==> src/rtl/lsps_pkg.sv <==
`default_nettype none

package lsps_pkg;

   localparam int SENSOR_W = 10;
   localparam int DUTY_W   = 11;
   localparam int CORR_W   = 17;
   localparam int ERR_W    = 6;
   localparam int DIFF_W   = 7;
   localparam int SUM_W    = 8;
   localparam int CSR_IDX_W  = 3;
   localparam int CSR_DATA_W = 8;

   localparam logic [SENSOR_W-1:0] LINE_LEVEL = 10'd1000;
   localparam logic signed [ERR_W-1:0] LOST_ERR = 6'sd25;
   localparam logic signed [ERR_W-1:0] SIDE_ERR = 6'sd10;

   localparam logic [6:0] BASE_DUTY_RST   = 7'd68;
   localparam logic [6:0] MIN_DUTY_RST    = 7'd55;
   localparam logic [6:0] MAX_DUTY_RST    = 7'd85;
   localparam logic [7:0] PROP_GAIN_RST   = 8'd56;
   localparam logic [7:0] INTEG_GAIN_RST  = 8'd0;
   localparam logic [7:0] DERIV_GAIN_RST  = 8'd20;
   localparam logic [6:0] INTEG_LIMIT_RST = 7'd30;

   typedef enum logic [CSR_IDX_W-1:0] {
      CSR_BASE_DUTY   = 3'd0,
      CSR_MIN_DUTY    = 3'd1,
      CSR_MAX_DUTY    = 3'd2,
      CSR_PROP_GAIN   = 3'd3,
      CSR_INTEG_GAIN  = 3'd4,
      CSR_DERIV_GAIN  = 3'd5,
      CSR_INTEG_LIMIT = 3'd6
   } csr_index_type;

   typedef struct packed {
      logic [6:0] base_duty;
      logic [6:0] min_duty;
      logic [6:0] max_duty;
      logic [7:0] prop_gain;
      logic [7:0] integ_gain;
      logic [7:0] deriv_gain;
      logic [6:0] integ_limit;
   } csr_type;

   typedef struct packed {
      logic [SENSOR_W-1:0] far_left;
      logic [SENSOR_W-1:0] left;
      logic [SENSOR_W-1:0] mid;
      logic [SENSOR_W-1:0] right;
      logic [SENSOR_W-1:0] far_right;
   } frame_type;

   // error stage handed to the PID stage
   typedef struct packed {
      logic signed [ERR_W-1:0]  err;
      logic signed [DIFF_W-1:0] diff;
      logic signed [SUM_W-1:0]  sum;
   } err_stage_type;

endpackage

`default_nettype wire

==> src/rtl/lsps_if.sv <==
`default_nettype none

interface lsps_req_if;
   import lsps_pkg::*;
   logic                valid;
   logic                ready;
   logic [SENSOR_W-1:0] sensor_far_left;
   logic [SENSOR_W-1:0] sensor_left;
   logic [SENSOR_W-1:0] sensor_mid;
   logic [SENSOR_W-1:0] sensor_right;
   logic [SENSOR_W-1:0] sensor_far_right;

   modport source (output valid, sensor_far_left, sensor_left, sensor_mid, sensor_right,
                   sensor_far_right, input ready);
   modport sink   (input valid, sensor_far_left, sensor_left, sensor_mid, sensor_right,
                   sensor_far_right, output ready);
endinterface

interface lsps_rsp_if;
   import lsps_pkg::*;
   logic                     valid;
   logic                     ready;
   logic [DUTY_W-1:0]        left_duty_q4;
   logic [DUTY_W-1:0]        right_duty_q4;
   logic signed [CORR_W-1:0] correction_q4;
   logic signed [ERR_W-1:0]  position_error;

   modport source (output valid, left_duty_q4, right_duty_q4, correction_q4, position_error,
                   input ready);
   modport sink   (input valid, left_duty_q4, right_duty_q4, correction_q4, position_error,
                   output ready);
endinterface

`default_nettype wire

==> src/rtl/lsps_csr.sv <==
`default_nettype none

module lsps_csr import lsps_pkg::*; (
   input  logic                  clock,
   input  logic                  reset,
   input  logic                  csr_we,
   input  logic [CSR_IDX_W-1:0]  csr_index,
   input  logic [CSR_DATA_W-1:0] csr_wdata,
   output csr_type               cfg
);

   csr_type cfg_ff;
   csr_type cfg_in;

   always_comb begin
      cfg_in = cfg_ff;
      if (csr_we) begin
         case (csr_index)
            CSR_BASE_DUTY:   cfg_in.base_duty   = csr_wdata[6:0];
            CSR_MIN_DUTY:    cfg_in.min_duty    = csr_wdata[6:0];
            CSR_MAX_DUTY:    cfg_in.max_duty    = csr_wdata[6:0];
            CSR_PROP_GAIN:   cfg_in.prop_gain   = csr_wdata;
            CSR_INTEG_GAIN:  cfg_in.integ_gain  = csr_wdata;
            CSR_DERIV_GAIN:  cfg_in.deriv_gain  = csr_wdata;
            CSR_INTEG_LIMIT: cfg_in.integ_limit = csr_wdata[6:0];
            default:         cfg_in = cfg_ff; // unmapped index, ignored
         endcase
      end
   end

   always_ff @(posedge clock) begin
      if (reset) begin
         cfg_ff.base_duty   <= BASE_DUTY_RST;
         cfg_ff.min_duty    <= MIN_DUTY_RST;
         cfg_ff.max_duty    <= MAX_DUTY_RST;
         cfg_ff.prop_gain   <= PROP_GAIN_RST;
         cfg_ff.integ_gain  <= INTEG_GAIN_RST;
         cfg_ff.deriv_gain  <= DERIV_GAIN_RST;
         cfg_ff.integ_limit <= INTEG_LIMIT_RST;
      end else begin
         cfg_ff <= cfg_in;
      end
   end

   assign cfg = cfg_ff;

endmodule

`default_nettype wire

==> src/rtl/lsps_classify.sv <==
`default_nettype none

module lsps_classify import lsps_pkg::*; (
   input  logic          clock,
   input  logic          reset,
   input  logic          in_valid,
   output logic          in_ready,
   input  frame_type     frame,
   input  logic [6:0]    integ_limit,
   output logic          stage_valid,
   input  logic          stage_ready,
   output err_stage_type stage
);

   logic                     in_fire;
   logic                     all_black;
   logic signed [ERR_W-1:0]  err;
   logic signed [SUM_W:0]    sum_raw;
   logic signed [SUM_W:0]    lim_pos;
   logic signed [SUM_W:0]    lim_neg;
   logic signed [SUM_W:0]    sum_clamped;

   logic signed [ERR_W-1:0]  last_error_ff, last_error_in;
   logic signed [SUM_W-1:0]  error_sum_ff, error_sum_in;
   logic                     valid_ff, valid_in;
   err_stage_type            stage_ff, stage_in;

   assign in_ready = !valid_ff || stage_ready;
   assign in_fire  = in_valid && in_ready;

   always_comb begin
      all_black = (frame.far_left == '0) && (frame.left == '0) && (frame.mid == '0) &&
                  (frame.right == '0) && (frame.far_right == '0);
      if (all_black) begin
         // lost the line: push hard towards the side it was last seen
         err = (last_error_ff > 0) ? LOST_ERR : -LOST_ERR;
      end else if (frame.left == '0 && frame.right == LINE_LEVEL) begin
         err = SIDE_ERR;
      end else if (frame.left == LINE_LEVEL && frame.right == '0) begin
         err = -SIDE_ERR;
      end else begin
         err = '0;
      end

      // integral clamp, upper bound tested first
      sum_raw = (SUM_W+1)'(error_sum_ff) + (SUM_W+1)'(err);
      lim_pos = $signed({2'b00, integ_limit});
      lim_neg = -lim_pos;
      if (sum_raw > lim_pos)       sum_clamped = lim_pos;
      else if (sum_raw < lim_neg)  sum_clamped = lim_neg;
      else                         sum_clamped = sum_raw;

      stage_in.err  = err;
      stage_in.diff = DIFF_W'(err) - DIFF_W'(last_error_ff);
      stage_in.sum  = sum_clamped[SUM_W-1:0];

      last_error_in = in_fire ? err : last_error_ff;
      error_sum_in  = in_fire ? sum_clamped[SUM_W-1:0] : error_sum_ff;
      valid_in      = in_fire ? 1'b1 : (valid_ff && !stage_ready);
   end

   always_ff @(posedge clock) begin
      if (reset) begin
         last_error_ff <= '0;
         error_sum_ff  <= '0;
         valid_ff      <= 1'b0;
      end else begin
         last_error_ff <= last_error_in;
         error_sum_ff  <= error_sum_in;
         valid_ff      <= valid_in;
      end
   end

   always_ff @(posedge clock) begin
      if (in_fire) begin
         stage_ff <= stage_in;
      end
   end

   assign stage_valid = valid_ff;
   assign stage       = stage_ff;

   a_fire_fills: assert property (@(posedge clock) disable iff (reset)
      in_fire |=> valid_ff)
      else $error("accepted beat did not reach error stage");

   a_last_tracks: assert property (@(posedge clock) disable iff (reset)
      valid_ff |-> (last_error_ff == stage_ff.err))
      else $error("previous error out of step with staged error");

   a_err_codes: assert property (@(posedge clock) disable iff (reset)
      valid_ff |-> (stage_ff.err == LOST_ERR || stage_ff.err == -LOST_ERR ||
                    stage_ff.err == SIDE_ERR || stage_ff.err == -SIDE_ERR ||
                    stage_ff.err == '0))
      else $error("staged error not a legal code");

   a_sum_staged: assert property (@(posedge clock) disable iff (reset)
      valid_ff |-> (error_sum_ff == stage_ff.sum))
      else $error("integral out of step with staged sum");

endmodule

`default_nettype wire

==> src/rtl/lsps_pid.sv <==
`default_nettype none

module lsps_pid import lsps_pkg::*; (
   input  logic                     clock,
   input  logic                     reset,
   input  logic                     stage_valid,
   output logic                     stage_ready,
   input  err_stage_type            stage,
   input  csr_type                  cfg,
   output logic                     out_valid,
   input  logic                     out_ready,
   output logic [DUTY_W-1:0]        left_duty_q4,
   output logic [DUTY_W-1:0]        right_duty_q4,
   output logic signed [CORR_W-1:0] correction_q4,
   output logic signed [ERR_W-1:0]  position_error
);

   localparam int WIDE_W = CORR_W + 1;

   function automatic logic signed [WIDE_W-1:0] clamp_hi_first(
      input logic signed [WIDE_W-1:0] v,
      input logic signed [WIDE_W-1:0] lo,
      input logic signed [WIDE_W-1:0] hi);
      logic signed [WIDE_W-1:0] r;
      if (v > hi)      r = hi;
      else if (v < lo) r = lo;
      else             r = v;
      return r;
   endfunction

   logic                     take;
   logic signed [CORR_W-1:0] p_term, i_term, d_term, corr;
   logic signed [WIDE_W-1:0] base_w, lo_w, hi_w, left_w, right_w;

   logic                     valid_ff, valid_in;
   logic [DUTY_W-1:0]        left_ff, right_ff;
   logic signed [CORR_W-1:0] corr_ff;
   logic signed [ERR_W-1:0]  err_ff;

   assign stage_ready = !valid_ff || out_ready;
   assign take        = stage_valid && stage_ready;

   always_comb begin
      p_term = $signed({9'd0, cfg.prop_gain})  * CORR_W'(stage.err);
      i_term = $signed({9'd0, cfg.integ_gain}) * CORR_W'(stage.sum);
      d_term = $signed({9'd0, cfg.deriv_gain}) * CORR_W'(stage.diff);
      corr   = p_term + i_term + d_term;

      // duties in sixteenths of a percent
      base_w  = $signed({7'd0, cfg.base_duty, 4'd0});
      lo_w    = $signed({7'd0, cfg.min_duty, 4'd0});
      hi_w    = $signed({7'd0, cfg.max_duty, 4'd0});
      left_w  = clamp_hi_first(base_w - WIDE_W'(corr), lo_w, hi_w);
      right_w = clamp_hi_first(base_w + WIDE_W'(corr), lo_w, hi_w);

      valid_in = take ? 1'b1 : (valid_ff && !out_ready);
   end

   always_ff @(posedge clock) begin
      if (reset) begin
         valid_ff <= 1'b0;
      end else begin
         valid_ff <= valid_in;
      end
   end

   always_ff @(posedge clock) begin
      if (take) begin
         left_ff  <= left_w[DUTY_W-1:0];
         right_ff <= right_w[DUTY_W-1:0];
         corr_ff  <= corr;
         err_ff   <= stage.err;
      end
   end

   assign out_valid      = valid_ff;
   assign left_duty_q4   = left_ff;
   assign right_duty_q4  = right_ff;
   assign correction_q4  = corr_ff;
   assign position_error = err_ff;

endmodule

`default_nettype wire

==> src/rtl/line_sensor_pd_steering_top.sv <==
// Line-sensor PD(I) steering block.
// req_chan carries one frame of five sensor readings per beat (valid/ready).
// Each frame is classified into a position error (+/-25 line lost, +/-10
// line off to one side, else 0); a PID correction in sixteenths of a duty
// percent is formed from Q4.4 gains and the left/right wheel duties are
// base -/+ correction, saturated to [min, max], returned on rsp_chan.
// An accepted req beat passes the error stage register, then the result
// register, to rsp valid. Throughput: one beat per cycle while rsp ready is
// high, set by the previous-error and integral registers, updated per beat.
// Stalls: when rsp ready is low the result register holds; an empty error
// stage takes one more beat, then req ready drops until rsp drains.
// Reset (synchronous, active high): previous error and integral to zero,
// all pipeline valids cleared, CSRs to their defaults (68/55/85/56/0/20/30).
// CSRs: csr_we with csr_index 0..6 (base, min, max, Kp, Ki, Kd, limit);
// other indices ignored. Write only while the block is idle.
`default_nettype none

module line_sensor_pd_steering_top import lsps_pkg::*; (
   input  logic                  clock,
   input  logic                  reset,
   lsps_req_if.sink              req_chan,
   lsps_rsp_if.source            rsp_chan,
   input  logic                  csr_we,
   input  logic [CSR_IDX_W-1:0]  csr_index,
   input  logic [CSR_DATA_W-1:0] csr_wdata
);

   csr_type       cfg;
   frame_type     frame;
   err_stage_type stage;
   logic          stage_valid;
   logic          stage_ready;

   // register file
   lsps_csr u_csr (
      .clock     (clock),
      .reset     (reset),
      .csr_we    (csr_we),
      .csr_index (csr_index),
      .csr_wdata (csr_wdata),
      .cfg       (cfg)
   );

   assign frame.far_left  = req_chan.sensor_far_left;
   assign frame.left      = req_chan.sensor_left;
   assign frame.mid       = req_chan.sensor_mid;
   assign frame.right     = req_chan.sensor_right;
   assign frame.far_right = req_chan.sensor_far_right;

   // stage 1: error classification, integral and previous-error state
   lsps_classify u_classify (
      .clock       (clock),
      .reset       (reset),
      .in_valid    (req_chan.valid),
      .in_ready    (req_chan.ready),
      .frame       (frame),
      .integ_limit (cfg.integ_limit),
      .stage_valid (stage_valid),
      .stage_ready (stage_ready),
      .stage       (stage)
   );

   // stage 2: multiply-add and duty saturation into the result register
   lsps_pid u_pid (
      .clock          (clock),
      .reset          (reset),
      .stage_valid    (stage_valid),
      .stage_ready    (stage_ready),
      .stage          (stage),
      .cfg            (cfg),
      .out_valid      (rsp_chan.valid),
      .out_ready      (rsp_chan.ready),
      .left_duty_q4   (rsp_chan.left_duty_q4),
      .right_duty_q4  (rsp_chan.right_duty_q4),
      .correction_q4  (rsp_chan.correction_q4),
      .position_error (rsp_chan.position_error)
   );

endmodule

`default_nettype wire

==> src/flat_wrapper.sv <==
// flat-port wrapper written by rule: the top's interface ports become plain ports
module line_sensor_pd_steering_top_flat import lsps_pkg::*;
  (clock, reset, csr_we, csr_index, csr_wdata, req_chan_valid, req_chan_sensor_far_left, req_chan_sensor_left, req_chan_sensor_mid, req_chan_sensor_right, req_chan_sensor_far_right, req_chan_ready, rsp_chan_valid, rsp_chan_left_duty_q4, rsp_chan_right_duty_q4, rsp_chan_correction_q4, rsp_chan_position_error, rsp_chan_ready);
  lsps_req_if req_chan_i ();
  lsps_rsp_if rsp_chan_i ();
  input  logic clock;
  input  logic reset;
  input  logic csr_we;
  input  logic [CSR_IDX_W-1:0] csr_index;
  input  logic [CSR_DATA_W-1:0] csr_wdata;
  input wire logic [$bits(req_chan_i.valid)-1:0] req_chan_valid;
  input wire logic [$bits(req_chan_i.sensor_far_left)-1:0] req_chan_sensor_far_left;
  input wire logic [$bits(req_chan_i.sensor_left)-1:0] req_chan_sensor_left;
  input wire logic [$bits(req_chan_i.sensor_mid)-1:0] req_chan_sensor_mid;
  input wire logic [$bits(req_chan_i.sensor_right)-1:0] req_chan_sensor_right;
  input wire logic [$bits(req_chan_i.sensor_far_right)-1:0] req_chan_sensor_far_right;
  output wire logic [$bits(req_chan_i.ready)-1:0] req_chan_ready;
  output wire logic [$bits(rsp_chan_i.valid)-1:0] rsp_chan_valid;
  output wire logic [$bits(rsp_chan_i.left_duty_q4)-1:0] rsp_chan_left_duty_q4;
  output wire logic [$bits(rsp_chan_i.right_duty_q4)-1:0] rsp_chan_right_duty_q4;
  output wire logic [$bits(rsp_chan_i.correction_q4)-1:0] rsp_chan_correction_q4;
  output wire logic [$bits(rsp_chan_i.position_error)-1:0] rsp_chan_position_error;
  input wire logic [$bits(rsp_chan_i.ready)-1:0] rsp_chan_ready;
  assign req_chan_i.valid = req_chan_valid;
  assign req_chan_i.sensor_far_left = req_chan_sensor_far_left;
  assign req_chan_i.sensor_left = req_chan_sensor_left;
  assign req_chan_i.sensor_mid = req_chan_sensor_mid;
  assign req_chan_i.sensor_right = req_chan_sensor_right;
  assign req_chan_i.sensor_far_right = req_chan_sensor_far_right;
  assign req_chan_ready = req_chan_i.ready;
  assign rsp_chan_valid = rsp_chan_i.valid;
  assign rsp_chan_left_duty_q4 = rsp_chan_i.left_duty_q4;
  assign rsp_chan_right_duty_q4 = rsp_chan_i.right_duty_q4;
  assign rsp_chan_correction_q4 = rsp_chan_i.correction_q4;
  assign rsp_chan_position_error = rsp_chan_i.position_error;
  assign rsp_chan_i.ready = rsp_chan_ready;
  line_sensor_pd_steering_top u_core (.clock(clock), .reset(reset), .req_chan(req_chan_i), .rsp_chan(rsp_chan_i), .csr_we(csr_we), .csr_index(csr_index), .csr_wdata(csr_wdata));
endmodule
==> config.mk <==
export PLATFORM = sky130hd
export DESIGN_NAME = line_sensor_pd_steering_top_flat
export DESIGN_NICKNAME = d
export VERILOG_FILES = /design/src/rtl/lsps_pkg.sv /design/src/rtl/lsps_if.sv /design/src/rtl/lsps_csr.sv /design/src/rtl/lsps_classify.sv /design/src/rtl/lsps_pid.sv /design/src/rtl/line_sensor_pd_steering_top.sv /design/src/flat_wrapper.sv
export SDC_FILE = /design/constraint.sdc
export NUM_CORES = 1
export LEC_CHECK = 0
export BUFFER_PORTS_ARGS = -buffer_cell sky130_fd_sc_hd__buf_2
export CORE_ASPECT_RATIO = 0.9
export CORE_MARGIN = 2
export CORE_UTILIZATION = 55
export CTS_BUF_LIST = sky130_fd_sc_hd__clkbuf_8
export DETAILED_ROUTE_END_ITERATION = 7
export GPL_TIMING_DRIVEN = 0
export PLACE_DENSITY = 0.74
export SYNTH_ARGS = -nofsm -noshare
export SYNTH_HDL_FRONTEND = slang
export SYNTH_SLANG_ARGS = --single-unit
==> constraint.sdc <==
create_clock -name clock -period 13.9 [get_ports clock]
set_input_delay 2.78 -clock clock [delete_from_list [all_inputs] [get_ports clock]]
set_output_delay 2.78 -clock clock [all_outputs]
set_load 0.005 [all_outputs]
-- Word-level counts from Yosys, hierarchy flattened
Cells that the tools add are included.
- register bits after elaboration: 134
- word-level logic and storage cells: 88
- add/sub/neg operators: 7
- multipliers: 3
- $lt $le $gt $ge: 7
- eq/ne operators: 8
- multiplexer cells: 12
- reduce and logical (&&, ||, !) cells: 31
- operators by type and width (kind ; count):
    10-bit logical NOT ; 5
    11-bit two-way mux ; 4
    18-bit by 12-bit greater-than comparator with 1-bit output ; 2
    18-bit by 12-bit < comparator with 1-bit output ; 2
    6-bit two-way mux ; 4
    10-bit equality test (second input constant) ; 2
    12-bit by 17-bit adder with 18-bit output ; 1
    12-bit by 17-bit subtractor with 18-bit output ; 1
    15-bit by 17-bit adder with 17-bit output ; 1
    17-bit by 16-bit adder with 17-bit output ; 1
    9-bit by 8-bit multiplier with 17-bit output ; 1
    9-bit by 7-bit multiplier with 16-bit output ; 1
    8-bit two-way mux ; 2
    9-bit by 6-bit multiplier with 15-bit output ; 1
    2-bit AND reduction ; 7
    1-bit logical AND ; 10
    8-bit by 6-bit adder with 9-bit output ; 1
    3-bit equality test (second input constant) ; 3
    9-bit by 8-bit greater-than comparator with 1-bit output ; 1
    9-bit < comparator ; 1
    7-bit negator with 9-bit output ; 1
    6-bit by 6-bit subtractor with 7-bit output ; 1
    3-bit by 2-bit equality test with 1-bit output (second input constant) ; 2
    6-bit by 1-bit greater-than comparator with 1-bit output (second input constant) ; 1
    6 further kinds ; 12

-- Depth between registers and ports, before layout
- depth after elaboration: 10
- gate-level depth with buffers: 36
- mapped depth without buffers: 35

-- Modules after synthesis
From an unflattened synthesis, not the netlist that was laid out.
- cells, all modules: 1569
- area, all modules: 14811.7 um2
- modules (own cells, without submodules) (module ; times used ; cells an instance ; area an instance (um2)):
    lsps_pid ; 1 ; 1045 ; 9895.7
    lsps_classify ; 1 ; 330 ; 2841.5
    lsps_csr ; 1 ; 194 ; 2074.5

-- Worst setup path before layout
Ideal clock, no wire load.
- path type: flip-flop to flip-flop
- start point: register u_core.u_classify.stage_ff, in the netlist u_core.u_classify.stage[17]
- end point: register u_core.u_pid.left_ff[6] (netlist: u_core.u_pid.left_duty_q4[6]), data pin
- library setup time: 275 ps
- arrival: 7992 ps
- data required time: 13625 ps
- setup slack: 5632 ps
- cell stages (with the launch flop): 34
- buffers on the path: 3
- clock period less this slack: 8268 ps
- cell sequence: edfxtp_1 clkbuf_1 and2_1 fa_1 fa_1 inv_1 fa_1 inv_1 fa_1 fa_1 fa_1 inv_1 fa_1 inv_1 ha_1 o211ai_1 o21ai_1 xor2_1 ha_1 clkbuf_1 nor4_1 nor2_1 nor2_1 nor2_1 xor2_1 ha_1 nand4_1 nor3_1 a21oi_1 a21oi_1 o221ai_2 clkbuf_1 nand3_1 o221ai_1
- word-level cells in the longest chain between the ends: 7
- RTL lines (element ; RTL line ; text):
    from (decl) ; lsps_classify.sv:26 ; err_stage_type stage_ff, stage_in;
    from (signal assigned) ; lsps_classify.sv:76 ; stage_ff <= stage_in;
    9-bit by 6-bit multiplier with 15-bit output (*) ; lsps_pid.sv:44 ; p_term = $signed({9'd0, cfg.prop_gain}) * CORR_W'(stage.err);
    15-bit by 17-bit adder with 17-bit output (*) ; lsps_pid.sv:47 ; corr = p_term + i_term + d_term;
    17-bit by 16-bit adder with 17-bit output (*) ; lsps_pid.sv:47 ;
    named net u_core.u_pid.corr[8] ; lsps_pid.sv:32 ; logic signed [CORR_W-1:0] p_term, i_term, d_term, corr;
    12-bit by 17-bit subtractor with 18-bit output (*) ; lsps_pid.sv:53 ; left_w = clamp_hi_first(base_w - WIDE_W'(corr), lo_w, hi_w);
    18-bit by 12-bit < comparator with 1-bit output ; lsps_pid.sv:26 ; else if (v < lo) r = lo;
    11-bit two-way mux ; lsps_pid.sv:26 ;
    11-bit two-way mux (*) ; lsps_pid.sv:25 ; if (v > hi) r = hi;
    named net u_core.u_pid.left_w[6] ; lsps_pid.sv:33 ; logic signed [WIDE_W-1:0] base_w, lo_w, hi_w, left_w, right_w;
    to (signal assigned) ; lsps_pid.sv:69 ; left_ff <= left_w[DUTY_W-1:0];
    to (decl) ; lsps_pid.sv:36 ; logic [DUTY_W-1:0] left_ff, right_ff;
Mark *: on every way through the listed nets, which the timed path passes. The rest lies on a longest branch.
A chain may end at the register's enable or synchronous reset.

-- Worst setup path in the final report
- start point: register u_core.u_classify.stage_ff, in the netlist u_core.u_classify.stage[17]
- end point: register u_core.u_pid.left_ff[8] (netlist: u_core.u_pid.left_duty_q4[8]), data pin
The elaborated chain is that of the path after synthesis.

==> results.yml <==
status:
  outcome: "finished clean"
place:
  port_buffers: 111
  hpwl_um: 27300
  place.gp.congestion: 0.957
worst_setup_path:
  r2r_cells: 33
  timing.rr.start: "u_core.u_classify.stage[17]$_DFFE_PP_"
  startpoint_type: "flip-flop"
  cp_data_arrival_time_ns: 10.16
  end_kind: "flip-flop"
  cp.required_ns: 14.07
  crit_end: "u_core.u_pid.left_duty_q4[8]$_DFFE_PP_"
  crit_path_start: "u_core.u_classify.stage[17]$_DFFE_PP_"
  slowest_delay_ns: 0.63
  rrSetupSlack_ns: 3.91
  cpMaxStageDelayCell: "edfxtp_1"
  crit_top_cell: "fa_1"
  cp_max_fo: 10
  rr_endpoint: "u_core.u_pid.left_duty_q4[8]$_DFFE_PP_"
  crit_type: "flip-flop to flip-flop"
detailed_routing:
  drc: 0
  wl_per_cell_um: 17.0
  routed_via_density: 5.45
  drt_pass1_iterations: 5
  routed_wl_um: 33300
  detail_route.iter0.violations: 703
  vias: 10700
  final_antenna_net_count: 0
clock_network:
  clock-root-buffer: "clkbuf_8"
  tritoncts: "built"
  cts_buffer_depth: 2
  ctsResizeCount: 0
  htree_levels: 4
  cts_hold_repair.buffers: 0
  clkTransAtPathRegs_ns: 0.09
  cts.sink_count: 131
  cts_setup_buffers: 0
  cts_inserted_buffers: 17
  clk_latency_ns: 0.46
die:
  die_h_um: 154
  fp.dieW_um: 171
  io_pins: 113
  start_util_pct: 56.4
  die_area_um2: 26300
  rows: 54
  core_um2: 24400
timing:
  slew_violations: 0
  timing.slew.headroom_pct: 30.6
  max_slew.worst_pin.slew_ns: 1.03
  rsz0062_at_grt: "no"
  finalHoldViolations: 0
  period_share_pct: 71.9
  period_minus_slack_ns: 9.99
  tns_ns: 0
  setup_viol: 0
  fin_skew_ns: 0.0322
  max_freq_mhz: 100
synth:
  synth_edf_count: 64
  yosysWarnings: 0
  synth-simple-area-share_pct: 17.6
  synth_fp_nets: 1845
  yosys-top-cells-area: "fa_1, ha_1, edfxtp_1"
  synth_top_family_by_area: "adder cells"
  synth_seq_cells: 131
  synth_area_per_cell_um2: 9.30
  synthCells: 1478
  synth_top_flop_cell: "dfxtp_1"
  yosysUniqueCellTypes: 75
  ys_seq_area_share_pct: 23.7
  synthMuxAreaShare_pct: 2.31
  synth_top_area_share_pct: 21.4
  synth_compound_area_share_pct: 10.0
  yosysTopAreaCell: "fa_1"
  async_flop_share_pct: 0
  synthAdderAreaFrac_pct: 35.4
  syn_area_um2: 13800
  synthXorXnorAreaFrac_pct: 2.67
global_route:
  grt_pass1_vias: 10700
  antenna_found_initial: 0
  grt_max_degree: 36
  grt_first_pass_wirelength_um: 54000
  overflow: 0
  grt_use_total_pct: 26.3
hold_path:
  hold_class: "flip-flop to flip-flop"
layout:
  insertedDiodeCount: 0
  nets: 1977
  drive_above_1_share_pct: 10.4
  area_growth_pct: 10.7
job:
  cap_violations: 0
-- worst max-delay path, delay by kind of cell, from the launching register on --
family,cells,cell delay [ns]
buf+inv,7,1.10
simple gates,8,1.50
compound gates,6,1.08
flops,1,0.63
fa+ha+maj,10,4.50
xor+xnor,2,0.88
-- registers in the layout (all words and copies together) (netlist names) --
register and count:
u_core.u_pid.left_duty_q4 11, u_core.u_pid.correction_q4 17, u_core.u_csr.cfg 52, u_core.u_classify.last_error_ff 5, u_core.u_pid.position_error 5, u_core.u_classify.stage_valid 1
u_core.u_classify.error_sum_ff 8, u_core.u_pid.out_valid 1, u_core.u_classify.stage 20, u_core.u_pid.right_duty_q4 11
-- per-stage QoR --
stage               cells  setup WS (ns)  instance area, um^2  hold slack, ns  utilization, %
finish               1959           3.91                15200           0.473            62.4
global route         1959           3.30                15200           0.507            62.4
CTS                  1959           4.07                15200           0.467            62.4
detailed placement   1927           4.11                14800           0.454            60.6
global placement     1925           4.21                14700           0.451            60.4
floorplan            1478           5.63                13800           0.441               -
-- logic make-up after synthesis --
family                     after synthesis
muxes                                   31
DFF                                    131
xor gates and xnor gates                41
buffers and inverters                  299
adders and majority gates              301
AOI/OAI and AO/OA                      200
and+or+nand+nor                        475
-- cell type report --
type / instances / area, um^2
Buffer: 37 / 155
Clock buffer: 18 / 248
Clock inverter: 14 / 200
Fill cell: 2090 / 9170
Inverter: 262 / 983
Multi-Input combinational cell: 1048 / 9360
Sequential cell: 131 / 3260
Tap cell: 336 / 420
Timing Repair Buffer: 113 / 591
-- metal layers --
layer  up-vias  GRT usage (%)  part of all wire (%)
met5         -              0                     0
met4         0           6.06                   1.7
met3        40           4.43                   6.0
met2       315           41.4                    46
met1      5210           38.0                    46
li1       5120              -                     -
-- how the worst min path moves through the flow --
stage | depth (start not counted) | to | start | slack (ns)
2_1_floorplan | 2 | u_core.u_csr.cfg[1]$_SDFFE_PP1P_ | u_core.u_csr.cfg[1]$_SDFFE_PP1P_ | 0.44
3_3_place_gp | 2 | u_core.u_classify.error_sum_ff[7]$_SDFFE_PP0P_ | u_core.u_classify.error_sum_ff[7]$_SDFFE_PP0P_ | 0.45
3_5_place_dp | 2 | u_core.u_classify.error_sum_ff[7]$_SDFFE_PP0P_ | u_core.u_classify.error_sum_ff[7]$_SDFFE_PP0P_ | 0.45
4_1_cts | 2 | u_core.u_classify.error_sum_ff[7]$_SDFFE_PP0P_ | u_core.u_classify.error_sum_ff[7]$_SDFFE_PP0P_ | 0.47
5_1_grt | 2 | u_core.u_classify.last_error_ff[0]$_SDFFE_PP0P_ | u_core.u_classify.last_error_ff[0]$_SDFFE_PP0P_ | 0.51
6_report | 2 | u_core.u_classify.error_sum_ff[7]$_SDFFE_PP0P_ | u_core.u_classify.error_sum_ff[7]$_SDFFE_PP0P_ | 0.47
-- synthesized netlist by cell type, types with 14 or more instances --
library cell and n:
a21oi_1 70, nand2b_1 18, xnor2_1 27, mux2i_1 28
nor2b_1 24, dfxtp_1 67, nor4_1 15, and2_1 107
nand3_1 28, o21a_1 23, nand2_1 131, a21o_1 14
o21ai_0 23, ha_1 154, inv_1 261, edfxtp_1 64
clkbuf_1 30, fa_1 147, nor2_1 89
-- cells in the final DEF, fill, tap and decap left out, drive strengths merged, types with 6 or more instances in the layout --
master	Yosys	routed
nor3	13	13
and3	10	10
nand3b	10	10
o221ai	7	7
inv	261	266
nand3	28	28
and2	108	108
nand2	131	131
mux2i	28	28
o21ai	27	27
o211ai	6	6
nand4	11	11
nor2	89	89
a21oi	71	71
o21a	23	23
nor2b	24	24
xor2	13	13
clkbuf	30	48
fa	147	147
a311o	7	7
a211oi	10	10
ha	154	154
a21o	14	14
xnor2	28	28
edfxtp	64	64
nor4	15	15
dfxtp	67	67
buf	7	120
nand2b	18	18
Power is left out: the tool's default activity adds up to more than one toggle a clock period on the data nets, which glitch-free logic cannot reach.
